--- src/sv/tuc_pkg.sv ---
`default_nettype none

package tuc_pkg;

  // Sensor geometry
  localparam int SENSOR_COLS = 32;
  localparam int SENSOR_ROWS = 24;
  localparam int STORE_DEPTH = SENSOR_COLS * SENSOR_ROWS;
  localparam int ADDR_W      = $clog2(STORE_DEPTH);

  // Upscaled coordinate limits (last column and the rows past the last sample are rejected)
  localparam int FETCH_COL_LIM = 3 * (SENSOR_COLS - 1);
  localparam int FETCH_ROW_LIM = 3 * SENSOR_ROWS - 2;

  // Field widths
  localparam int COORD_W  = 7;
  localparam int SAMPLE_W = 16;
  localparam int TEMP_W   = 10;
  localparam int IDX_W    = 8;
  localparam int COLOR_W  = 16;
  localparam int CFG_IDX_W = 1;

  // Divide by 3 on a coordinate: (c * 43) >> 7 is exact for c < 128
  localparam int DIV3_MUL   = 43;
  localparam int DIV3_SHIFT = 7;
  localparam int DIV3_W     = COORD_W + 6;
  localparam int SUB_W      = DIV3_W - DIV3_SHIFT;

  // Interpolation widths
  localparam int H_W   = SAMPLE_W + 2;
  localparam int NUM_W = SAMPLE_W + 4;

  // Floor divide by 9: bias to non-negative, then multiply by ceil(2^24/9)
  localparam int NUM_BIAS   = 9 * 32768;
  localparam int Q_BIAS     = 32768;
  localparam int DIV9_MUL   = 1864136;
  localparam int DIV9_SHIFT = 24;
  localparam int DIV9_MUL_W = 21;
  localparam int PROD_W     = NUM_W + DIV9_MUL_W;
  localparam int Q_W        = PROD_W - DIV9_SHIFT;

  // Palette index divider: numerator (t-min)*255, 2 quotient bits per step
  localparam int NUMER_W    = 18;
  localparam int RADIX_BITS = 2;
  localparam int DIV_STEPS  = IDX_W / RADIX_BITS;
  localparam int DIV_K_W    = $clog2(DIV_STEPS);
  localparam int REM_W      = NUMER_W + 1;

  // Opcodes
  localparam logic OP_LOAD  = 1'b0;
  localparam logic OP_FETCH = 1'b1;

  // Config register indexes
  localparam logic [CFG_IDX_W-1:0] CFG_MIN_TEMP = 1'b0;
  localparam logic [CFG_IDX_W-1:0] CFG_MAX_TEMP = 1'b1;

  localparam logic signed [TEMP_W-1:0] MIN_TEMP_RST = 10'sd24;
  localparam logic signed [TEMP_W-1:0] MAX_TEMP_RST = 10'sd35;

  // Neighbor select: bit 1 = lower row, bit 0 = right column
  localparam logic [1:0] NB_00 = 2'd0;
  localparam logic [1:0] NB_01 = 2'd1;
  localparam logic [1:0] NB_10 = 2'd2;
  localparam logic [1:0] NB_11 = 2'd3;

  typedef struct packed {
    logic               capture;
    logic               mem_we;
    logic               rd_en;
    logic [1:0]         rd_sel;
    logic               smp_we;
    logic [1:0]         smp_sel;
    logic               horz;
    logic               vert;
    logic               quot;
    logic               floor_en;
    logic               clamp;
    logic               div_step;
    logic [DIV_K_W-1:0] div_k;
    logic               finish_fetch;
    logic               finish_zero;
    logic               set_err;
  } cmd_t;

  typedef struct packed {
    logic is_load;
    logic load_err;
    logic fetch_err;
    logic ky_zero;
  } status_t;

  localparam logic [COLOR_W-1:0] PALETTE [256] = '{
    16'h480F, 16'h400F, 16'h400F, 16'h400F, 16'h4010, 16'h3810, 16'h3810, 16'h3810,
    16'h3810, 16'h3010, 16'h3010, 16'h3010, 16'h2810, 16'h2810, 16'h2810, 16'h2810,
    16'h2010, 16'h2010, 16'h2010, 16'h1810, 16'h1810, 16'h1811, 16'h1811, 16'h1011,
    16'h1011, 16'h1011, 16'h0811, 16'h0811, 16'h0811, 16'h0011, 16'h0011, 16'h0011,
    16'h0011, 16'h0011, 16'h0031, 16'h0031, 16'h0051, 16'h0072, 16'h0072, 16'h0092,
    16'h00B2, 16'h00B2, 16'h00D2, 16'h00F2, 16'h00F2, 16'h0112, 16'h0132, 16'h0152,
    16'h0152, 16'h0172, 16'h0192, 16'h0192, 16'h01B2, 16'h01D2, 16'h01F3, 16'h01F3,
    16'h0213, 16'h0233, 16'h0253, 16'h0253, 16'h0273, 16'h0293, 16'h02B3, 16'h02D3,
    16'h02D3, 16'h02F3, 16'h0313, 16'h0333, 16'h0333, 16'h0353, 16'h0373, 16'h0394,
    16'h03B4, 16'h03D4, 16'h03D4, 16'h03F4, 16'h0414, 16'h0434, 16'h0454, 16'h0474,
    16'h0474, 16'h0494, 16'h04B4, 16'h04D4, 16'h04F4, 16'h0514, 16'h0534, 16'h0534,
    16'h0554, 16'h0554, 16'h0574, 16'h0574, 16'h0573, 16'h0573, 16'h0573, 16'h0572,
    16'h0572, 16'h0572, 16'h0571, 16'h0591, 16'h0591, 16'h0590, 16'h0590, 16'h058F,
    16'h058F, 16'h058F, 16'h058E, 16'h05AE, 16'h05AE, 16'h05AD, 16'h05AD, 16'h05AD,
    16'h05AC, 16'h05AC, 16'h05AB, 16'h05CB, 16'h05CB, 16'h05CA, 16'h05CA, 16'h05CA,
    16'h05C9, 16'h05C9, 16'h05C8, 16'h05E8, 16'h05E8, 16'h05E7, 16'h05E7, 16'h05E6,
    16'h05E6, 16'h05E6, 16'h05E5, 16'h05E5, 16'h0604, 16'h0604, 16'h0604, 16'h0603,
    16'h0603, 16'h0602, 16'h0602, 16'h0601, 16'h0621, 16'h0621, 16'h0620, 16'h0620,
    16'h0620, 16'h0620, 16'h0E20, 16'h0E20, 16'h0E40, 16'h1640, 16'h1640, 16'h1E40,
    16'h1E40, 16'h2640, 16'h2640, 16'h2E40, 16'h2E60, 16'h3660, 16'h3660, 16'h3E60,
    16'h3E60, 16'h3E60, 16'h4660, 16'h4660, 16'h4E60, 16'h4E80, 16'h5680, 16'h5680,
    16'h5E80, 16'h5E80, 16'h6680, 16'h6680, 16'h6E80, 16'h6EA0, 16'h76A0, 16'h76A0,
    16'h7EA0, 16'h7EA0, 16'h86A0, 16'h86A0, 16'h8EA0, 16'h8EC0, 16'h96C0, 16'h96C0,
    16'h9EC0, 16'h9EC0, 16'hA6C0, 16'hAEC0, 16'hAEC0, 16'hB6E0, 16'hB6E0, 16'hBEE0,
    16'hBEE0, 16'hC6E0, 16'hC6E0, 16'hCEE0, 16'hCEE0, 16'hD6E0, 16'hD700, 16'hDF00,
    16'hDEE0, 16'hDEC0, 16'hDEA0, 16'hDE80, 16'hDE80, 16'hE660, 16'hE640, 16'hE620,
    16'hE600, 16'hE5E0, 16'hE5C0, 16'hE5A0, 16'hE580, 16'hE560, 16'hE540, 16'hE520,
    16'hE500, 16'hE4E0, 16'hE4C0, 16'hE4A0, 16'hE480, 16'hE460, 16'hEC40, 16'hEC20,
    16'hEC00, 16'hEBE0, 16'hEBC0, 16'hEBA0, 16'hEB80, 16'hEB60, 16'hEB40, 16'hEB20,
    16'hEB00, 16'hEAE0, 16'hEAC0, 16'hEAA0, 16'hEA80, 16'hEA60, 16'hEA40, 16'hF220,
    16'hF200, 16'hF1E0, 16'hF1C0, 16'hF1A0, 16'hF180, 16'hF160, 16'hF140, 16'hF100,
    16'hF0E0, 16'hF0C0, 16'hF0A0, 16'hF080, 16'hF060, 16'hF040, 16'hF020, 16'hF800
  };

endpackage

`default_nettype wire

--- src/sv/tuc_ctrl.sv ---
`default_nettype none

module tuc_ctrl (
  input  logic             clk_i,
  input  logic             rst_ni,
  input  logic             start,
  output logic             busy,
  output logic             done_o,
  input  tuc_pkg::status_t status_i,
  output tuc_pkg::cmd_t    cmd_o
);

  import tuc_pkg::*;

  localparam logic [3:0] S_IDLE   = 4'd0;
  localparam logic [3:0] S_DECODE = 4'd1;
  localparam logic [3:0] S_RD1    = 4'd2;
  localparam logic [3:0] S_RD2    = 4'd3;
  localparam logic [3:0] S_RD3    = 4'd4;
  localparam logic [3:0] S_RD4    = 4'd5;
  localparam logic [3:0] S_HORZ   = 4'd6;
  localparam logic [3:0] S_VERT   = 4'd7;
  localparam logic [3:0] S_QUOT   = 4'd8;
  localparam logic [3:0] S_FLOOR  = 4'd9;
  localparam logic [3:0] S_CLAMP  = 4'd10;
  localparam logic [3:0] S_DIV    = 4'd11;
  localparam logic [3:0] S_COLOR  = 4'd12;

  logic [3:0]         state_q, state_d;
  logic [DIV_K_W-1:0] cnt_q, cnt_d;
  logic               done_q, done_d;

  always_comb begin
    state_d = state_q;
    cnt_d   = cnt_q;
    done_d  = 1'b0;
    cmd_o   = '0;
    case (state_q)
      S_IDLE: begin
        if (start) begin
          cmd_o.capture = 1'b1;
          state_d       = S_DECODE;
        end
      end
      S_DECODE: begin
        if (status_i.is_load) begin
          cmd_o.mem_we      = !status_i.load_err;
          cmd_o.finish_zero = 1'b1;
          cmd_o.set_err     = status_i.load_err;
          done_d            = 1'b1;
          state_d           = S_IDLE;
        end else if (status_i.fetch_err) begin
          cmd_o.finish_zero = 1'b1;
          cmd_o.set_err     = 1'b1;
          done_d            = 1'b1;
          state_d           = S_IDLE;
        end else begin
          cmd_o.rd_en  = 1'b1;
          cmd_o.rd_sel = NB_00;
          state_d      = S_RD1;
        end
      end
      S_RD1: begin
        cmd_o.rd_en   = 1'b1;
        cmd_o.rd_sel  = NB_01;
        cmd_o.smp_we  = 1'b1;
        cmd_o.smp_sel = NB_00;
        state_d       = S_RD2;
      end
      S_RD2: begin
        cmd_o.smp_we  = 1'b1;
        cmd_o.smp_sel = NB_01;
        // lower row carries no weight on rows that hit a sample row exactly
        if (status_i.ky_zero) begin
          state_d = S_HORZ;
        end else begin
          cmd_o.rd_en  = 1'b1;
          cmd_o.rd_sel = NB_10;
          state_d      = S_RD3;
        end
      end
      S_RD3: begin
        cmd_o.rd_en   = 1'b1;
        cmd_o.rd_sel  = NB_11;
        cmd_o.smp_we  = 1'b1;
        cmd_o.smp_sel = NB_10;
        state_d       = S_RD4;
      end
      S_RD4: begin
        cmd_o.smp_we  = 1'b1;
        cmd_o.smp_sel = NB_11;
        state_d       = S_HORZ;
      end
      S_HORZ: begin
        cmd_o.horz = 1'b1;
        state_d    = S_VERT;
      end
      S_VERT: begin
        cmd_o.vert = 1'b1;
        state_d    = S_QUOT;
      end
      S_QUOT: begin
        cmd_o.quot = 1'b1;
        state_d    = S_FLOOR;
      end
      S_FLOOR: begin
        cmd_o.floor_en = 1'b1;
        state_d        = S_CLAMP;
      end
      S_CLAMP: begin
        cmd_o.clamp = 1'b1;
        cnt_d       = DIV_K_W'(DIV_STEPS - 1);
        state_d     = S_DIV;
      end
      S_DIV: begin
        cmd_o.div_step = 1'b1;
        cmd_o.div_k    = cnt_q;
        if (cnt_q == '0) begin
          state_d = S_COLOR;
        end else begin
          cnt_d = cnt_q - 1'b1;
        end
      end
      S_COLOR: begin
        cmd_o.finish_fetch = 1'b1;
        done_d             = 1'b1;
        state_d            = S_IDLE;
      end
      default: begin
        state_d = S_IDLE;
      end
    endcase
  end

  always_ff @(posedge clk_i or negedge rst_ni) begin
    if (!rst_ni) begin
      state_q <= S_IDLE;
      cnt_q   <= '0;
      done_q  <= 1'b0;
    end else begin
      state_q <= state_d;
      cnt_q   <= cnt_d;
      done_q  <= done_d;
    end
  end

  assign busy   = (state_q != S_IDLE);
  assign done_o = done_q;

endmodule

`default_nettype wire

--- config.mk ---
export PLATFORM = sky130hd
export DESIGN_NAME = tuc_ctrl
export DESIGN_NICKNAME = d
export VERILOG_FILES = /design/src/sv/tuc_pkg.sv /design/src/sv/tuc_ctrl.sv
export SDC_FILE = /design/constraint.sdc
export NUM_CORES = 1
export LEC_CHECK = 0
export BUFFER_PORTS_ARGS = -buffer_cell sky130_fd_sc_hd__buf_4
export CORE_MARGIN = 1.5
export CORE_UTILIZATION = 25
export DETAILED_ROUTE_END_ITERATION = 8
export GPL_ROUTABILITY_DRIVEN = 0
export PLACE_DENSITY = 0.57
export SETUP_SLACK_MARGIN = 0.2
export SLEW_MARGIN = 10
export SYNTH_ARGS = -nofsm -noshare
export SYNTH_HDL_FRONTEND = slang
export SYNTH_SLANG_ARGS = --single-unit
--- constraint.sdc ---
create_clock -name clk_i -period 1.65 [get_ports clk_i]
set_clock_uncertainty 0.15 [all_clocks]
set_input_delay 0.33 -clock clk_i [delete_from_list [all_inputs] [get_ports clk_i]]
set_output_delay 0.33 -clock clk_i [all_outputs]
set_load 0.05 [all_outputs]
# After elaboration in Yosys (flattened, before gate mapping)
# Cells that the tools add are included.
totals:
  reg_bits: 7
  in_bits: 7
  output_inout_bits: 21
  elab_cells: 56
op_classes:
  add_sub_neg: 1
  eq_ne: 15
  n_mux: 30
  n_reduce_logical: 7
ops:
  columns: ["operator", "n"]
  rows:
  - ["4-bit one-hot mux with 12 select lines", 1]
  - ["3-bit one-hot mux with 4 select lines", 2]
  - ["4-bit equality test (second input constant)", 5]
  - ["4-bit by 3-bit equality test with 1-bit output (second input constant)", 4]
  - ["1-bit 2-to-1 mux", 12]
  - ["2-bit 2-to-1 mux", 6]
  - ["3-bit 2-to-1 mux", 4]
  - ["4-bit 2-to-1 mux", 3]
  - ["4-bit by 2-bit equality test with 1-bit output (second input constant)", 2]
  - ["2-bit inequality test (second input constant)", 3]
  - ["4-bit by 1-bit equality test with 1-bit output (second input constant)", 1]
  - ["4-bit logical NOT", 1]
  - ["2-bit one-hot mux with 2 select lines", 1]
  - ["2-bit AND reduction", 2]
  - ["4-bit nonzero test", 1]
  - ["2-bit logical NOT", 1]
  - ["1-bit one-hot mux with 2 select lines", 1]
  - ["2-bit nonzero test", 1]
  - ["2-bit by 1-bit subtractor with 2-bit output (second input constant)", 1]
  - ["1-bit logical NOT", 1]

# Longest topological paths before layout
depth:
  depth_word: 3
  mapped_depth: 5
  mapped_depth_nobuf: 5

# Worst setup path before layout
# Ideal clock, no wire load.
synth_timing:
  path_type: "register to output"
  start: "register state_q[2]"
  end: "output cmd_o[4] (netlist name)"
  arrival_time_ns: 1.869
  t_required_ns: 1.170
  setup_slack_ns: -0.699
  path_stages_with_launch: 4
  n_path_buf: 1
  path_cell_list: "dfrtp_1 buf_2 nand2b_1 nor3_1"
synth_lines:
  columns: ["item", "line_no", "source"]
  rows:
  - ["start: declaration", "tuc_ctrl.sv:29", "logic [3:0] state_q, state_d;"]
  - ["start signal: assignment", "tuc_ctrl.sv:141", "state_q <= state_d;"]
  - ["end: declaration", "tuc_ctrl.sv:10", "output tuc_pkg::cmd_t cmd_o"]

==> results_dict.tcl <==
set metrics [dict create \
    violations "negative setup slack" \
    rows 17 \
    worstSetupStartpointType "flip-flop" \
    hpwlAfterDp_mm 1.31 \
    cts_tree "yes" \
    clk_latency_ps 250 \
    wirelength_mm 1.79 \
    maxCapViolCount 0 \
    pre_cts_ws_ps -176 \
    ant_nets 0 \
    io_buffers 27 \
    grt_max_degree 9 \
    ys.flop_type "dfrtp_1" \
    status "finished with violations" \
    fmax_ghz 0.486 \
    synth_edf_count 0 \
    cts_inserted_buffers 3 \
    finalNetCount 138 \
    finalCritPeriodShare_pct 125 \
    cts_root_buffer "clkbuf_4" \
    avgSynthCellArea_um2 7.68 \
    synth_common_cells "13 x nor2_1, 7 x dfrtp_1, 6 x nand2b_1, 5 x nand2_1, 5 x nor3_1" \
    diodes 0 \
    hold_viol 0 \
    finalSetupViolations 20 \
    crit_fanout 3 \
    crit_arrival_ps 1580 \
    fp.coreArea_mm2 0.00217 \
    grt_use_total_pct 15.4 \
    fillers 181 \
    clockBufferDepth 2 \
    grt_pass1_wl_mm 3.07 \
    routedWlPerCell_um 11.4 \
    yosys_warnings 0 \
    synth-async-reset-ratio_pct 100 \
    yosysTopAreaCellShare_pct 30.8 \
    synthTopCellsByArea "dfrtp_1 31%, nor2_1 8.6%, nand2b_1 6.6%" \
    slew_violations 0 \
    synth_area_leader_cell "dfrtp_1" \
    start_util_pct 26.2 \
    max-slew-margin-rel_pct 85.7 \
    fp.dieArea_mm2 0.00257 \
    syn-num-nets 82 \
    num_io_pins 28 \
    finalWorstSetupSlack_ps -406 \
    fin_util_pct 63.6 \
    placed_area_mm2 0.00106 \
    die_y_um 50.7 \
    drive_above_1_share_pct 72.9 \
    syn_inst 74 \
    drt_iter0_drc 3 \
    endpoint_kind "output port" \
    antenna_found_initial 0 \
    netlist_area_um2 568 \
    r2r_start "state_q[1]$_DFFE_PN0P_" \
    path_clk_slew_ps 60 \
    worstSetupPathType "flip-flop to output port" \
    synth.most_common_cell "nor2_1" \
    synth.distinct_cells 31 \
    ys_seq_area_share_pct 30.8 \
    rsz0062_at_grt "true" \
    final_area_mm2 0.00138 \
    drc 0 \
    gr-total-overflow 0 \
    ys_ff_latch 7 \
    drtPass1Iterations 4 \
    cts_htree_levels 1 \
    vias 728 \
    startpoint "state_q[1]$_DFFE_PN0P_" \
    area_growth_pct 143 \
    die_w_um 50.7 \
    hp-class "input pin to async pin" \
    finalCriticalPeriod_ps 2060 \
    crit_required_ps 1170 \
    worst_slew_pin_slew_ps 214 \
    routed_via_density 4.64 \
    clkSinkCount 7 \
    grt_pass1_vias 755 \
]
[metrics by stage]
stage / hold WS [ps] / setup TNS (ps) / instances
CTS: 262 / -5000 / 154
floorplan: -116 / -752 / 74
global route: 273 / -6250 / 157
global placement: -0.580 / -640 / 142
detailed placement: 0.0774 / -802 / 142
finish: 269 / -4760 / 157
[worst max-delay path, cell delays in order, from the launching register on]
cell and delay [ps]:
dfrtp_1 380, nand2b_4 150, or4_4 510, a21oi_4 130
buf_6 170
[what timing repair did]
| action | CTS | global route |
|---|---|---|
| hold buffers | 1 | 0 |
| buffers inserted | 6 | 3 |
| endpoints found under the hold margin | 7 | 0 |
| pin swaps | 9 | 5 |
| resized for setup | 42 | 10 |
| endpoints found under the setup margin | 21 | 23 |
| gates cloned | 1 | 0 |
[final cells by class]
class | instances | area (µm²) | area share (%)
clock buffers | 4 | 26.3 | 1.91
inverters | 6 | 22.5 | 1.63
multi-input cells | 56 | 553 | 40.1
flip-flops and latches | 7 | 175 | 12.7
well taps | 28 | 35.0 | 2.54
repair buffers | 56 | 567 | 41.1
[registers in the layout, indices dropped and copies added (netlist names)]
| register | flops |
|---|---|
| done_o | 1 |
| cnt_q | 2 |
| state_q | 4 |
[metal layers]
layer	wire length (µm)	vias up	share of wire (%)	track usage, %
met5	0	-	0	0
met4	16	0	0.89	8.56
met3	80	2	4.5	0.893
met2	926	22	52	26.1
met1	763	338	43	19.4
li1	-	366	-	-
[final timing paths]
kind                                               end  depth (start not counted)  slack [ps]
worst max-delay path                          cmd_o[0]                          4        -410
worst min-delay path              cnt_q[1]$_DFFE_PN0P_                          2         270
worst max register to register        done_o$_DFF_PN0_                          4         170
worst min register to register    cnt_q[0]$_DFFE_PN0P_                          1         370
max in group asynchronous       state_q[1]$_DFFE_PN0P_                          2         950
min in group clk_i              state_q[0]$_DFFE_PN0P_                          4         330
[cell families (layout without fill, tap and decap cells)]
group                    after synthesis  count (layout)  synth area share (%)
adder cells (fa/ha/maj)                1               1                  2.20
flip-flops                             7               7                  30.8
buffers and inverters                 11              66                  9.47
AND/OR/NAND/NOR                       38              38                  36.6
AO/OA/AOI/OAI                         16              16                  19.4
XOR/XNOR                               1               1                  1.54
[cell usage in the layout (no fill, tap or decap), types with 2 or more instances in the layout]
cell type and instances:
buf_4 25, buf_6 23, nor2_4 9, dfrtp_1 7, buf_8 6, inv_1 4
nor3_4 4, nand2b_1 4, nor2_1 4, nand2b_4 3, a21oi_2 3, clkbuf_4 3
inv_2 2, and2_4 2, and3_4 2, nand2_1 2, a31oi_1 2
Power is not shown: default switching activity piles up to over one toggle a cycle in this logic, so the estimate is an artifact.
